`src/rtl/rcfp_pkg.sv`:
```
// Shared types, constants and helpers of the rolling-code frame pair decoder.
`default_nettype none
package rcfp_pkg;

	localparam int WORD_W  = 62;
	localparam int FIXED_W = 20;
	localparam int CNT_W   = 28;
	localparam int SER_W   = 32;
	localparam int BTN_W   = 4;
	localparam int GRP_W   = 10;
	localparam int ROLL_W  = 29;
	localparam int IN_W    = 64;
	localparam int OUT_W   = 128;

	localparam logic [WORD_W-1:0] HDR_MASK  = 62'h3FFF_3C00_0000_0000;
	localparam logic [WORD_W-1:0] HDR_VALUE = 62'h0000_3C00_0000_0000;
	localparam logic [1:0]        TYPE_ONE  = 2'b00;
	localparam logic [1:0]        TYPE_TWO  = 2'b01;
	localparam logic [9:0]        WORD10    = 10'h3FF;
	localparam logic [1:0]        TRIT_BAD  = 2'b11;

	// invert codes
	localparam logic [3:0] INV_Q01   = 4'h0;
	localparam logic [3:0] INV_Q1    = 4'h1;
	localparam logic [3:0] INV_Q2    = 4'h2;
	localparam logic [3:0] INV_ALL   = 4'h4;
	localparam logic [3:0] INV_Q02_A = 4'h5;
	localparam logic [3:0] INV_Q12   = 4'h6;
	localparam logic [3:0] INV_Q0    = 4'h8;
	localparam logic [3:0] INV_NONE  = 4'h9;
	localparam logic [3:0] INV_Q02_B = 4'hA;

	// order codes
	localparam logic [3:0] ORD_CBA_A = 4'h6;
	localparam logic [3:0] ORD_CBA_B = 4'h9;
	localparam logic [3:0] ORD_CAB_A = 4'h8;
	localparam logic [3:0] ORD_CAB_B = 4'h4;
	localparam logic [3:0] ORD_BCA   = 4'h1;
	localparam logic [3:0] ORD_ACB   = 4'h0;
	localparam logic [3:0] ORD_BAC   = 4'h5;

	typedef struct packed {
		logic               ok;
		logic [FIXED_W-1:0] fixed;
		logic [8:0][1:0]    trits;
	} half_t;

	typedef struct packed {
		logic             in_range;
		logic [CNT_W-1:0] counter;
	} cnt_t;

	// value of six base-3 digits, most significant digit in the top bits
	function automatic logic [GRP_W-1:0] trits6_value(input logic [11:0] t);
		logic [GRP_W-1:0] v;
		v = GRP_W'(t[11:10]) * GRP_W'(243) + GRP_W'(t[9:8]) * GRP_W'(81)
			+ GRP_W'(t[7:6]) * GRP_W'(27) + GRP_W'(t[5:4]) * GRP_W'(9)
			+ GRP_W'(t[3:2]) * GRP_W'(3) + GRP_W'(t[1:0]);
		return v;
	endfunction

endpackage
`default_nettype wire

```
`src/rtl/rolling_code_frame_pair_decoder.sv`:
```
// Top level of the rolling-code frame pair decoder.
//
//   channel  | dir | tdata fields, low bit up
//   ---------+-----+-----------------------------------------------------------
//   s_axis   | in  | received_word[61:0], clear_first[62], zero[63]
//   m_axis   | out | decode_ok[0], serial_number[32:1], button[36:33],
//            |     | rolling_counter[64:37], raw_key[126:65], zero[127]
//
// One item is accepted per cycle unless a stalled output holds the pipeline.
// A result passes in order: input register, unscramble and trit grouping, counter.
// Items with no result leave an empty stage in the pipeline.
// Reset clears the stored first frame and empties every stage.
// A stalled output holds its stages; stages with no item still fill.
`default_nettype none
module rolling_code_frame_pair_decoder (
	input  wire logic                      clk,
	input  wire logic                      arst_n,
	input  wire logic                      s_tvalid,
	output      logic                      s_tready,
	input  wire logic [rcfp_pkg::IN_W-1:0] s_tdata,  // received_word, clear_first
	output      logic                      m_tvalid,
	input  wire logic                      m_tready,
	output      logic [rcfp_pkg::OUT_W-1:0] m_tdata  // decode_ok, serial_number,
	                                                 // button, rolling_counter, raw_key
);

	logic [rcfp_pkg::WORD_W-1:0] in_word;
	logic                        in_clear;
	logic [rcfp_pkg::WORD_W-1:0] first_q;
	logic [rcfp_pkg::WORD_W-1:0] eff_first;
	logic                        hdr_ok;
	logic                        is_one;
	logic                        gives_result;
	logic                        accept;
	logic                        adv1, adv2;

	logic                        v_s1;
	logic [rcfp_pkg::WORD_W-1:0] w_s1;
	logic [rcfp_pkg::WORD_W-1:0] first_s1;

	rcfp_pkg::half_t             half1, half2;

	logic                         v_s2;
	logic                         ok_s2;
	logic [rcfp_pkg::FIXED_W-1:0] f1_s2, f2_s2;
	logic [rcfp_pkg::GRP_W-1:0]   g_hi_s2, g_mid_s2, g_lo_s2;
	logic [rcfp_pkg::WORD_W-1:0]  raw_s2;

	rcfp_pkg::cnt_t               cnt;
	logic                         ok_all;

	logic                         v_s3;
	logic                         ok_s3;
	logic [rcfp_pkg::SER_W-1:0]   serial_s3;
	logic [rcfp_pkg::BTN_W-1:0]   button_s3;
	logic [rcfp_pkg::CNT_W-1:0]   counter_s3;
	logic [rcfp_pkg::WORD_W-1:0]  raw_s3;

	assign in_word  = s_tdata[rcfp_pkg::WORD_W-1:0];
	assign in_clear = s_tdata[rcfp_pkg::WORD_W];

	assign adv2     = ~v_s3 | m_tready;
	assign adv1     = ~v_s2 | adv2;
	assign s_tready = adv1;
	assign accept   = s_tvalid & s_tready;

	assign eff_first    = in_clear ? '0 : first_q;
	assign hdr_ok       = (in_word & rcfp_pkg::HDR_MASK) == rcfp_pkg::HDR_VALUE;
	assign is_one       = hdr_ok & (in_word[41:40] == rcfp_pkg::TYPE_ONE);
	assign gives_result = hdr_ok & (in_word[41:40] == rcfp_pkg::TYPE_TWO)
		& (eff_first != '0);

	always_ff @(posedge clk or negedge arst_n) begin
		if (!arst_n) begin
			first_q <= '0;
			v_s1    <= 1'b0;
			v_s2    <= 1'b0;
			v_s3    <= 1'b0;
		end else begin
			if (accept) begin
				if (is_one) begin
					first_q <= in_word;
				end else if (in_clear) begin
					first_q <= '0;
				end
			end
			if (adv1) begin
				v_s1 <= accept & gives_result;
				v_s2 <= v_s1;
			end
			if (adv2) begin
				v_s3 <= v_s2;
			end
		end
	end

	rcfp_unscramble u_half1 (
		.word (first_s1),
		.half (half1)
	);

	rcfp_unscramble u_half2 (
		.word (w_s1),
		.half (half2)
	);

	rcfp_counter u_counter (
		.grp_hi  (g_hi_s2),
		.grp_mid (g_mid_s2),
		.grp_lo  (g_lo_s2),
		.cnt     (cnt)
	);

	assign ok_all = ok_s2 & cnt.in_range;

	always_ff @(posedge clk) begin
		if (accept & gives_result & adv1) begin
			w_s1     <= in_word;
			first_s1 <= eff_first;
		end
		if (v_s1 & adv1) begin
			ok_s2    <= half1.ok & half2.ok;
			f1_s2    <= half1.fixed;
			f2_s2    <= half2.fixed;
			raw_s2   <= w_s1;
			g_hi_s2  <= rcfp_pkg::trits6_value({half2.trits[8], half1.trits[8],
				half2.trits[4], half2.trits[5], half2.trits[6], half2.trits[7]});
			g_mid_s2 <= rcfp_pkg::trits6_value({half1.trits[4], half1.trits[5],
				half1.trits[6], half1.trits[7], half2.trits[0], half2.trits[1]});
			g_lo_s2  <= rcfp_pkg::trits6_value({half2.trits[2], half2.trits[3],
				half1.trits[0], half1.trits[1], half1.trits[2], half1.trits[3]});
		end
		if (v_s2 & adv2) begin
			ok_s3      <= ok_all;
			serial_s3  <= ok_all ? {f1_s2[11:0], f2_s2} : '0;
			button_s3  <= ok_all ? f1_s2[15:12] : '0;
			counter_s3 <= ok_all ? cnt.counter : '0;
			raw_s3     <= raw_s2;
		end
	end

	assign m_tvalid = v_s3;
	assign m_tdata  = {1'b0, raw_s3, counter_s3, button_s3, serial_s3, ok_s3};

endmodule
`default_nettype wire

```
`src/rtl/rcfp_unscramble.sv`:
```
// Unscrambler for one half frame: de-interleave, invert, permute, extract trits.
`default_nettype none
module rcfp_unscramble (
	input  wire logic [rcfp_pkg::WORD_W-1:0] word,
	output rcfp_pkg::half_t                  half
);

	logic [3:0] ord;
	logic [3:0] inv;
	logic [9:0] qa, qb, qc;
	logic [9:0] ia, ib, ic;
	logic [9:0] pa, pb, pc;
	logic       inv_ok;
	logic [7:0] head;
	logic       bad_trit;

	assign ord  = word[37:34];
	assign inv  = word[33:30];
	assign head = {ord, inv};

	always_comb begin
		for (int j = 0; j < 10; j++) begin
			qa[9-j] = word[29-3*j];
			qb[9-j] = word[28-3*j];
			qc[9-j] = word[27-3*j];
		end
	end

	always_comb begin
		ia     = qa;
		ib     = qb;
		ic     = qc;
		inv_ok = 1'b1;
		unique case (inv)
			rcfp_pkg::INV_Q01: begin
				ia = qa ^ rcfp_pkg::WORD10;
				ib = qb ^ rcfp_pkg::WORD10;
			end
			rcfp_pkg::INV_Q1:  ib = qb ^ rcfp_pkg::WORD10;
			rcfp_pkg::INV_Q2:  ic = qc ^ rcfp_pkg::WORD10;
			rcfp_pkg::INV_ALL: begin
				ia = qa ^ rcfp_pkg::WORD10;
				ib = qb ^ rcfp_pkg::WORD10;
				ic = qc ^ rcfp_pkg::WORD10;
			end
			rcfp_pkg::INV_Q02_A, rcfp_pkg::INV_Q02_B: begin
				ia = qa ^ rcfp_pkg::WORD10;
				ic = qc ^ rcfp_pkg::WORD10;
			end
			rcfp_pkg::INV_Q12: begin
				ib = qb ^ rcfp_pkg::WORD10;
				ic = qc ^ rcfp_pkg::WORD10;
			end
			rcfp_pkg::INV_Q0:   ia = qa ^ rcfp_pkg::WORD10;
			rcfp_pkg::INV_NONE: inv_ok = 1'b1;
			default:            inv_ok = 1'b0;
		endcase
	end

	always_comb begin
		pa = ia;
		pb = ib;
		pc = ic;
		unique case (ord)
			rcfp_pkg::ORD_CBA_A, rcfp_pkg::ORD_CBA_B: begin
				pc = ia;
				pa = ic;
			end
			rcfp_pkg::ORD_CAB_A, rcfp_pkg::ORD_CAB_B: begin
				pb = ia;
				pc = ib;
				pa = ic;
			end
			rcfp_pkg::ORD_BCA: begin
				pc = ia;
				pa = ib;
				pb = ic;
			end
			rcfp_pkg::ORD_ACB: begin
				pc = ib;
				pb = ic;
			end
			rcfp_pkg::ORD_BAC: begin
				pb = ia;
				pa = ib;
			end
			default: pa = ia;
		endcase
	end

	always_comb begin
		for (int n = 0; n < 4; n++) begin
			half.trits[n] = head[7-2*n -: 2];
		end
		for (int n = 0; n < 5; n++) begin
			half.trits[4+n] = pc[9-2*n -: 2];
		end
		bad_trit = 1'b0;
		for (int n = 0; n < 9; n++) begin
			bad_trit = bad_trit | (half.trits[n] == rcfp_pkg::TRIT_BAD);
		end
		half.ok    = inv_ok & ~bad_trit;
		half.fixed = {pa, pb};
	end

endmodule
`default_nettype wire

```
`src/rtl/rcfp_counter.sv`:
```
// Ternary group combiner, range check and bit reversal of the rolling counter.
`default_nettype none
module rcfp_counter (
	input  wire logic [rcfp_pkg::GRP_W-1:0] grp_hi,
	input  wire logic [rcfp_pkg::GRP_W-1:0] grp_mid,
	input  wire logic [rcfp_pkg::GRP_W-1:0] grp_lo,
	output rcfp_pkg::cnt_t                  cnt
);

	logic [rcfp_pkg::ROLL_W-1:0] roll;

	assign roll = rcfp_pkg::ROLL_W'(grp_hi) * rcfp_pkg::ROLL_W'(531441)
		+ rcfp_pkg::ROLL_W'(grp_mid) * rcfp_pkg::ROLL_W'(729)
		+ rcfp_pkg::ROLL_W'(grp_lo);

	always_comb begin
		cnt.in_range = ~roll[rcfp_pkg::ROLL_W-1];
		for (int i = 0; i < rcfp_pkg::CNT_W; i++) begin
			cnt.counter[i] = roll[rcfp_pkg::CNT_W-1-i];
		end
	end

endmodule
`default_nettype wire

```
`config.mk`:
```
export PLATFORM = sky130hd
export DESIGN_NAME = rolling_code_frame_pair_decoder
export DESIGN_NICKNAME = d
export VERILOG_FILES = /design/src/rtl/rcfp_pkg.sv /design/src/rtl/rolling_code_frame_pair_decoder.sv /design/src/rtl/rcfp_unscramble.sv /design/src/rtl/rcfp_counter.sv
export SDC_FILE = /design/constraint.sdc
export NUM_CORES = 1
export LEC_CHECK = 0
export BUFFER_PORTS_ARGS = -buffer_cell sky130_fd_sc_hd__buf_2
export CELL_PAD_IN_SITES_DETAIL_PLACEMENT = 1
export CELL_PAD_IN_SITES_GLOBAL_PLACEMENT = 2
export CORE_ASPECT_RATIO = 1.75
export CORE_MARGIN = 3
export CORE_UTILIZATION = 43
export CTS_CLUSTER_SIZE = 10
export DETAILED_ROUTE_END_ITERATION = 16
export GPL_ROUTABILITY_DRIVEN = 0
export PLACE_DENSITY = 0.78
export SETUP_SLACK_MARGIN = 0.05
export SLEW_MARGIN = 20
export SYNTH_ARGS = -nofsm -noshare
export SYNTH_HDL_FRONTEND = slang
export SYNTH_SLANG_ARGS = --single-unit
```
`constraint.sdc`:
```
create_clock -name clk -period 8.5 [get_ports clk]
set_clock_uncertainty 0.1 [all_clocks]
set_input_delay 1.7 -clock clk [delete_from_list [all_inputs] [get_ports clk]]
set_output_delay 1.7 -clock clk [all_outputs]
set_load 0.02 [all_outputs]
```
==> results of run 1 <==
[how the worst max path moves through the flow]
stage	start	endpoint	slack (ps)	depth (start not counted)
after CTS	g_hi_s2[4]$_DFFE_PP_	counter_s3[21]$_SDFFCE_PN0P_	710	24
after floorplan	g_hi_s2[5]$_DFFE_PP_	counter_s3[11]$_SDFFCE_PN0P_	2300	23
after detailed placement	g_hi_s2[4]$_DFFE_PP_	counter_s3[21]$_SDFFCE_PN0P_	740	24
after global routing	g_hi_s2[4]$_DFFE_PP_	counter_s3[21]$_SDFFCE_PN0P_	340	24
final	g_hi_s2[4]$_DFFE_PP_	counter_s3[21]$_SDFFCE_PN0P_	780	24
after global placement	g_hi_s2[4]$_DFFE_PP_	counter_s3[21]$_SDFFCE_PN0P_	770	24
[logic make-up (layout without fill, tap and decap cells)]
kind of cell | after synthesis | count (layout) | synth area share (%)
other | 1 | 2 | 0.0152
AND/OR/NAND/NOR | 362 | 362 | 7.50
buffers and inverters | 340 | 582 | 5.36
multiplexers | 43 | 43 | 1.75
AO/OA/AOI/OAI | 237 | 237 | 6.62
XOR/XNOR | 110 | 110 | 4.05
flip-flops | 421 | 421 | 49.9
adder cells (fa/ha/maj) | 398 | 398 | 24.8
[synthesized netlist by cell type (16+ instances only)]
cell type,instances
a21o_1,23
a21oi_1,82
and2_1,26
and3_1,43
clkbuf_1,38
dfrtp_1,65
edfxtp_1,356
fa_1,154
ha_1,244
inv_1,279
mux2i_1,41
nand2_1,82
nand2b_1,16
nor2_1,90
nor2b_1,43
nor4_1,17
o21ai_0,18
o221ai_1,49
xnor2_1,49
xor2_1,56
[flip-flops by register name (all words and copies together) (netlist names), 16 cells and up]
register	flops
first_q	62
f1_s2	16
w_s1	62
raw_s3	62
counter_s3	28
first_s1	38
f2_s2	20
serial_s3	32
raw_s2	62
[per-stage QoR]
stage | util, % | total power [mW] | setup WS (ps) | instance area (µm²) | std cells
after floorplan | - | 2.34 | 2300 | 24700 | 1912
after global placement | 47.0 | 2.39 | 768 | 26600 | 2831
after detailed placement | 47.0 | 2.39 | 744 | 26600 | 2831
after CTS | 49.6 | 4.35 | 709 | 28000 | 2914
after global routing | 49.6 | 4.43 | 342 | 28000 | 2914
final | 49.6 | 4.29 | 782 | 28000 | 2915
[worst reg2reg max path: stages, from the launching register on]
cell	delay (ps)
edfxtp_1	630
inv_1	170
fa_1	690
inv_1	90
ha_1	200
inv_1	70
fa_1	440
fa_1	510
inv_1	50
fa_1	510
fa_1	500
inv_1	50
fa_1	470
inv_1	50
ha_1	350
nand4_1	130
a2111oi_0	840
o21ai_1	190
nand2_2	200
a21oi_2	120
o21ai_2	170
nand2_1	150
xnor2_4	170
nand2_2	350
a211oi_1	350
[where the power goes]
group	internal, mW	switching, mW	total, mW
Combinational	0.0373	0.0620	0.0993
Sequential	2.24	0.00999	2.25
Clock	1.12	0.824	1.94
Total	3.40	0.896	4.29
[layer usage]
metal,routed length [µm],GRT usage [%]
met5,75,0
met4,2720,8.54
met3,2640,3.50
met2,36000,42.7
met1,21300,20.4
[cell type report]
type | instances | area (µm²)
multi-input cells | 1151 | 11100
clock buffers | 76 | 1350
fillers | 5850 | 28500
diodes | 1 | 2.50
inverters | 282 | 1060
well taps | 760 | 951
clock inverters | 7 | 110
flip-flops and latches | 421 | 12300
repair buffers | 217 | 1150
==> impl_metrics.csv, run 1 <==
group,metric,value,unit
status,status,"completed",
synthesis,ys_types,66,
place,hpwl,50000,µm
worst_setup_path,arrival,8030,ps
die,die_area,60500,µm²
timing,post-route-period-util,90.8,%
die,initial_core_util,43.7,%
clock_tree,cts_root_buf,"clkbuf_16",
timing,hold_violations,0,
worst_setup_path,cpPeakStageDelay,840,ps
global_route,grt_first_pass_wirelength,97400,µm
finish,mostFrequentLayoutCells,"edfxtp_1 (356), inv_1 (279), ha_1 (244), buf_2 (195), fa_1 (154)",
synthesis,synth_seq_cells,421,
clock_tree,clkLatencyLatePin,590,ps
synthesis,ys_warn_count,0,
finish,area_growth,13.5,%
global_route,grt_pass1_vias,17200,
routing,drtIter0Drc,537,
routing,post-route-drc-count,0,
synthesis,syn_area,24700,µm²
routing,routed_via_density,5.23,
die,boundaryPins,198,
timing,setup_viol,0,
clock_tree,cts_sinks,421,
routing,wirelength,62700,µm
clock_tree,cts_tree,"yes",
worst_setup_path,reg2regPathDepth,24,
global_route,antenna_found_initial,6,
worst_setup_path,crit_chain,"inv_1, fa_1, inv_1, ha_1, inv_1, fa_1, fa_1, inv_1, fa_1, fa_1, inv_1, fa_1, inv_1, ha_1, nand4_1, a2111oi_0, o21ai_1, nand2_2, a21oi_2, o21ai_2, nand2_1, xnor2_4, nand2_2, a211oi_1",
synthesis,synth_area_leaders,"edfxtp_1 (43%), fa_1 (12%), ha_1 (12%)",
die,rows,115,
synthesis,synth.avg_cell_area,12.9,µm²
routing,postRouteAntennaNets,0,
clock_tree,path_clk_slew,60,ps
worst_setup_path,cp_slowest_cell,"a2111oi_0",
clock_tree,htree_levels,2,
place,portBuffers,195,
die,fp.dieW,187,µm
clock_tree,cts_buffer_depth,3,
clock_tree,hold_buffers,0,
worst_setup_path,r2r-start,"g_hi_s2[4]$_DFFE_PP_",
clock_tree,post_cts_buffers,0,
worst_setup_path,regToRegSetupSlack,780,ps
flow_run,cap_violations,0,
die,die_h,323,µm
power,powerDensity,153,nW/µm²
timing,clock.fmax,130,MHz
finish,fin_nets,2588,
timing,worst_pin_slew,1050,ps
clock_tree,numCtsBuffers,49,
routing,wl_per_cell,21.5,µm
routing,dr.pass1.iters,4,
synthesis,dominantRegCellSynth,"edfxtp_1",
timing,rsz0062_at_grt,"false",
finish,final_common_cell,"edfxtp_1",
synthesis,syn_nets,2378,
synthesis,synthArstFlopShare,15.4,%
finish,drive_gt1_share,14.3,%
worst_setup_path,crit_path_start_kind,"flop",
worst_setup_path,r2r-end,"counter_s3[21]$_SDFFCE_PN0P_",
worst_setup_path,critical_path_required,8810,ps
clock_tree,cts.repair.resized,0,
worst_hold_path,hold-path-cell-count,0,
worst_hold_path,hp-class,"reg -> reg",
timing,min_period,7720,ps
routing,route.vias.total,15200,
worst_setup_path,critPathKind,"reg -> reg",
worst_setup_path,path_max_fanout,25,
worst_setup_path,cp_top_family,"adder cells",
worst_setup_path,worst_setup_path_end_kind,"flop",
timing,drv_slew,0,
die,coreArea,56500,µm²
timing,tns,0,ps
power,p_leak,12.1,nW
worst_hold_path,min_delay_worst_endpoint,"raw_s3[36]$_DFFE_PP_",
timing,slew_headroom,30.0,%
synthesis,synth_edf_count,356,
timing,whs,315,ps
synthesis,yosysSeqAreaShare,49.9,%
worst_hold_path,min-delay-start,"raw_s2[36]$_DFFE_PP_",
synthesis,synth_top_area_share,43.3,%
power,ir_worst_vdd,0.000165,V
global_route,grt-ovfl-total,0,
synthesis,netlist_instances,1912,
global_route,grt_max_degree,84,
synthesis,synth_top_area_cell,"edfxtp_1",
global_route,grtUsageTotal,20.9,%
worst_setup_path,path_buf_inv,6,
No activity file was read; power rests on OpenSTA's default activity.
==> inputs of run 2 (changes only) <==
Settings changed: RECOVER_POWER set to 50.
==> run 2 against run 1 <==
  * The run now ends with capacitance limit, slew limit left
  * Combinational power is 3.5% lower
  * Setup slack better by 22 ps
  * Critical path depth stayed put
  * Largest cell class unchanged
  * Hold slack hardly changed
  * Global-route usage stayed put
  * Highest routed layer unchanged
==> impl_metrics.csv, run 2 (synthesis results as in run 1) <==
group,metric,value,unit
clock_tree,cts_tree,"yes",
worst_setup_path,worst_setup_path_end_kind,"flop",
timing,hold_violations,0,
routing,drtIter0Drc,570,
die,boundaryPins,198,
global_route,grt-ovfl-total,0,
place,pre_cts_ws,744,ps
clock_tree,numCtsBuffers,49,
status,status,"finished with violations",
finish,fin_nets,2588,
place,placedCellCount,2831,
clock_tree,cts.repair.resized,0,
worst_setup_path,path_max_fanout,25,
worst_hold_path,hp-class,"reg -> reg",
timing,whs,316,ps
timing,slew_headroom,-143,%
timing,tns,0,ps
finish,final_cells,2915,
place,dpl_cell_area,26600,µm²
worst_hold_path,min-delay-start,"raw_s2[36]$_DFFE_PP_",
timing,min_period,7700,ps
routing,routed_via_density,5.22,
timing,setup_viol,0,
timing,post-route-period-util,90.5,%
clock_tree,clkLatencyLatePin,590,ps
routing,route.vias.total,15200,
global_route,grt_first_pass_wirelength,97400,µm
timing,finalWorstSetupSlack,805,ps
routing,wl_per_cell,21.5,µm
flow_run,cap_violations,4,
timing,rsz0062_at_grt,"false",
finish,design_area,27800,µm²
die,die_h,323,µm
worst_setup_path,arrival,8000,ps
finish,area_growth,12.7,%
power,p_leak,11.7,nW
routing,postRouteAntennaNets,0,
clock_tree,cts_buffer_depth,3,
finish,final_common_cell,"edfxtp_1",
finish,mostFrequentLayoutCells,"edfxtp_1 (356), inv_1 (279), ha_1 (244), fa_1 (154), clkbuf_1 (152)",
finish,drive_gt1_share,8.22,%
place,portBuffers,195,
worst_setup_path,critPathKind,"reg -> reg",
clock_tree,cts_sinks,421,
place,hpwl,50000,µm
worst_setup_path,critical_path_required,8810,ps
routing,post-route-drc-count,0,
die,fp.dieW,187,µm
global_route,grtUsageTotal,20.9,%
timing,worst_pin_slew,3640,ps
timing,drv_slew,202,
clock_tree,hold_buffers,0,
routing,wirelength,62700,µm
die,coreArea,56500,µm²
worst_setup_path,crit_start,"g_hi_s2[4]$_DFFE_PP_",
die,die_area,60500,µm²
global_route,grt_pass1_vias,17200,
routing,dr.pass1.iters,4,
worst_setup_path,crit_path_start_kind,"flop",
timing,clock.fmax,130,MHz
status,violations,"capacitance limit, slew limit",
worst_setup_path,r2r-start,"g_hi_s2[4]$_DFFE_PP_",
die,initial_core_util,43.7,%
clock_tree,htree_levels,2,
clock_tree,path_clk_slew,60,ps
worst_setup_path,regToRegSetupSlack,800,ps
clock_tree,cts_root_buf,"clkbuf_16",
clock_tree,post_cts_buffers,0,
power,ir_worst_vdd,0.000166,V
global_route,antenna_found_initial,2,
global_route,grt_max_degree,84,
die,rows,115,
power,powerDensity,154,nW/µm²
run 2: metrics by stage:
stage,util (%),total power [mW]
detailed placement,47.0,2.39
finish,49.2,4.29
global route,49.2,4.43
global placement,47.0,2.39
CTS,49.6,4.35
floorplan,-,2.34
run 2: worst max-delay path: stages (launching register included):
cell and delay [ps]:
edfxtp_1 630, inv_1 170, fa_1 690, inv_1 90, ha_1 200, inv_1 70, fa_1 440, fa_1 510
inv_1 50, fa_1 510, fa_1 500, inv_1 50, fa_1 470, inv_1 40, ha_1 350, nand4_1 130
a2111oi_0 820, o21ai_1 190, nand2_2 200, a21oi_2 120, o21ai_2 170, nand2_1 150, xnor2_4 170, nand2_2 340
a211oi_1 330
run 2: worst paths after layout:
path / to / cells after the start
max in group asynchronous: first_q[37]$_DFFE_PN0P_ / 2
min in group asynchronous: m_tvalid$_DFFE_PN0P_ / 2
min: raw_s3[36]$_DFFE_PP_ / 0
min reg2reg: raw_s3[36]$_DFFE_PP_ / 0
max: counter_s3[21]$_SDFFCE_PN0P_ / 24
max reg2reg: counter_s3[21]$_SDFFCE_PN0P_ / 24
run 2: final cells by class:
class | instances | area (µm²)
clock buffer | 76 | 1350
timing repair buffer | 217 | 978
inverter | 282 | 1060
sequential | 421 | 12300
clock inverter | 7 | 110
multi-input combinational | 1151 | 11100
fill | 5894 | 28700
antenna | 1 | 2.50
tap | 760 | 951
run 2: where the power goes:
group | total (mW) | internal, mW | switching [mW]
logic | 0.0958 | 0.0336 | 0.0622
clock network | 1.94 | 1.12 | 0.824
registers | 2.25 | 2.24 | 0.0100
run 2: per-layer routing:
layer / track usage (%) / part of all wire (%)
met1: 20.4 / 34
met2: 42.7 / 57
met3: 3.50 / 4.2
met4: 8.54 / 4.5
met5: 0 / 0.033
==> inputs of run 3 (changes only) <==
Settings changed: ABC_AREA set to 1, CORE_UTILIZATION 43 to 41.
==> run 3 against run 2 <==
  * The run still ends with capacitance limit, slew limit left
  * Highest routed layer unchanged
  * Maximum frequency increased by 8.9%
  * Total power decreased by 0.77%
  * Combinational power is 16% higher
  * Synthesized cell count up 31%
  * Critical path type unchanged
  * Non-clock buffer count decreased by 6
  * Final area is 7.3% higher
  * Hold slack is essentially flat
  * First-iteration DRC count increased by 18%
  * Die area rose by 13%
  * Clock power is 3% lower
==> impl_metrics.csv, run 3 <==
group,metric,value,unit
finish,multiInputGateArea,12200,µm²
synthesis,yosysSeqAreaShare,46.1,%
global_route,grt_max_degree,86,
place,hpwl,60700,µm
global_route,grt_pass1_vias,20600,
power,p_leak,13.6,nW
synthesis,dominantRegCellSynth,"edfxtp_1",
synthesis,synth_area_leaders,"edfxtp_1 (40%), fa_1 (12%), ha_1 (11%)",
timing,whs,316,ps
worst_hold_path,hp-class,"reg -> reg",
die,rows,123,
timing,clock.fmax,142,MHz
finish,fin_nets,3185,
clock_tree,post_cts_buffers,0,
routing,wl_per_cell,20.9,µm
place,dpl_cell_area,28600,µm²
worst_setup_path,critical_path_required,8710,ps
global_route,antenna_found_initial,3,
finish,mostFrequentLayoutCells,"inv_1 (496), nand2_1 (414), edfxtp_1 (356), ha_1 (244), nor2_1 (155)",
timing,worst_pin_slew,3810,ps
timing,hold_violations,0,
finish,regArea,12300,µm²
global_route,grt-ovfl-total,0,
clock_tree,cts_tree,"yes",
timing,min_period,7070,ps
clock_tree,cts_buffer_depth,3,
die,die_h,344,µm
finish,area_growth,11.7,%
worst_setup_path,path_max_fanout,38,
power,ir_worst_vdd,0.000163,V
routing,postRouteAntennaNets,0,
worst_setup_path,arrival,7270,ps
finish,final_cells,3567,
routing,route.vias.total,18300,
worst_setup_path,critPathKind,"reg -> reg",
clock_tree,hold_buffers,0,
synthesis,synth_top_area_share,40.0,%
routing,dr.pass1.iters,5,
worst_setup_path,crit_path_start_kind,"flop",
power,powerDensity,142,nW/µm²
timing,slew_headroom,-154,%
synthesis,synthArstFlopShare,15.4,%
timing,post-route-period-util,83.1,%
finish,design_area,29900,µm²
synthesis,synth_edf_count,356,
finish,fillers,7206,
finish,drive_gt1_share,11.4,%
routing,drtIter0Drc,673,
synthesis,syn_nets,2972,
synthesis,ys_types,51,
die,coreArea,64500,µm²
timing,rsz0062_at_grt,"false",
synthesis,syn_area,26700,µm²
synthesis,synth.most_common_cell,"inv_1",
timing,tns,0,ps
place,placedCellCount,3480,
global_route,grt_first_pass_wirelength,116000,µm
finish,postLayoutCoreUtil,46.3,%
flow_run,cap_violations,5,
clock_tree,cts_sinks,421,
worst_setup_path,crit_start,"g_hi_s2[4]$_DFFE_PP_",
status,violations,"capacitance limit, slew limit",
worst_setup_path,r2r-start,"g_hi_s2[4]$_DFFE_PP_",
timing,setup_viol,0,
clock_tree,numCtsBuffers,48,
worst_hold_path,min-delay-start,"raw_s2[22]$_DFFE_PP_",
die,fp.dieW,199,µm
finish,final_common_cell,"inv_1",
synthesis,ys_warn_count,0,
synthesis,netlist_instances,2506,
die,initial_core_util,41.5,%
die,die_area,68400,µm²
worst_setup_path,regToRegSetupSlack,1430,ps
synthesis,synth_top_area_cell,"edfxtp_1",
global_route,grtUsageTotal,22.3,%
routing,post-route-drc-count,0,
die,boundaryPins,198,
routing,wirelength,74700,µm
clock_tree,cts_root_buf,"clkbuf_16",
place,portBuffers,195,
clock_tree,cts.repair.resized,0,
worst_setup_path,worst_setup_path_end_kind,"flop",
synthesis,yosys-top-cells-count,"inv_1 (495), nand2_1 (414), edfxtp_1 (356)",
synthesis,synth.avg_cell_area,10.7,µm²
timing,drv_slew,282,
routing,routed_via_density,5.13,
clock_tree,htree_levels,2,
status,status,"finished with violations",
clock_tree,clkLatencyLatePin,610,ps
clock_tree,path_clk_slew,60,ps
synthesis,synth_seq_cells,421,
==> run 3: path summary, 6_finish.rpt <==
check	cells past startpoint	endpoint
min in group asynchronous	2	first_q[19]$_DFFE_PN0P_
max reg2reg	24	button_s3[3]$_SDFFCE_PN0P_
min	0	raw_s3[22]$_DFFE_PP_
min reg2reg	0	raw_s3[22]$_DFFE_PP_
max	24	button_s3[3]$_SDFFCE_PN0P_
max in group asynchronous	2	first_q[40]$_DFFE_PN0P_
==> run 3: worst max-delay path: stages (launching register included) <==
cell and delay, ps:
edfxtp_1 650, inv_1 220, fa_1 650, inv_1 80, ha_1 200, inv_1 70
fa_1 440, fa_1 520, inv_1 60, fa_1 490, fa_1 490, inv_1 50
fa_1 470, inv_1 40, ha_1 340, a21oi_1 120, o21ai_0 480, inv_2 90
nand2_4 140, nand2_4 60, nand3_2 60, nand2_2 60, nand3_4 60, buf_4 650
nor2_1 110
==> run 3: cells by family after synthesis <==
logic type / count (synthesis) / synth area share (%)
simple gates: 839 / 15.3
buf+inv: 559 / 8.33
flops: 421 / 46.1
fa+ha+maj: 398 / 22.9
xor+xnor: 60 / 2.11
other cells: 1 / 0.0140
compound gates: 228 / 5.29
==> run 3: final cells by class <==
class | instances | area share (%)
Tap cell | 812 | 3.40
Sequential cell | 421 | 41.2
Multi-Input combinational cell | 1526 | 40.9
Clock inverter | 5 | 0.256
Timing Repair Buffer | 211 | 3.38
Inverter | 511 | 6.43
Clock buffer | 80 | 4.42
Antenna cell | 1 | 0.00838
==> run 3: where the power goes <==
group	total, mW	switching [mW]	internal, mW
Clock	1.89	0.835	1.06
Combinational	0.111	0.0773	0.0337
Sequential	2.25	0.00657	2.24
==> run 3: metal layers <==
metal | share of wire, % | routed length (µm) | up-vias | GRT usage (%)
li1 | - | - | 8608 | -
met1 | 34 | 25400 | 9156 | 22.0
met2 | 58 | 43100 | 370 | 45.0
met3 | 2.8 | 2080 | 159 | 2.49
met4 | 5.4 | 4060 | 4 | 10.5
met5 | 0.036 | 27 | - | 0
==> run 3: metrics by stage <==
stage | setup WS (ps) | power, mW
after floorplan | 2500 | 2.35
after global placement | 1570 | 2.40
after detailed placement | 1500 | 2.41
after CTS | 1450 | 4.32
after global routing | 1220 | 4.40
final | 1430 | 4.26
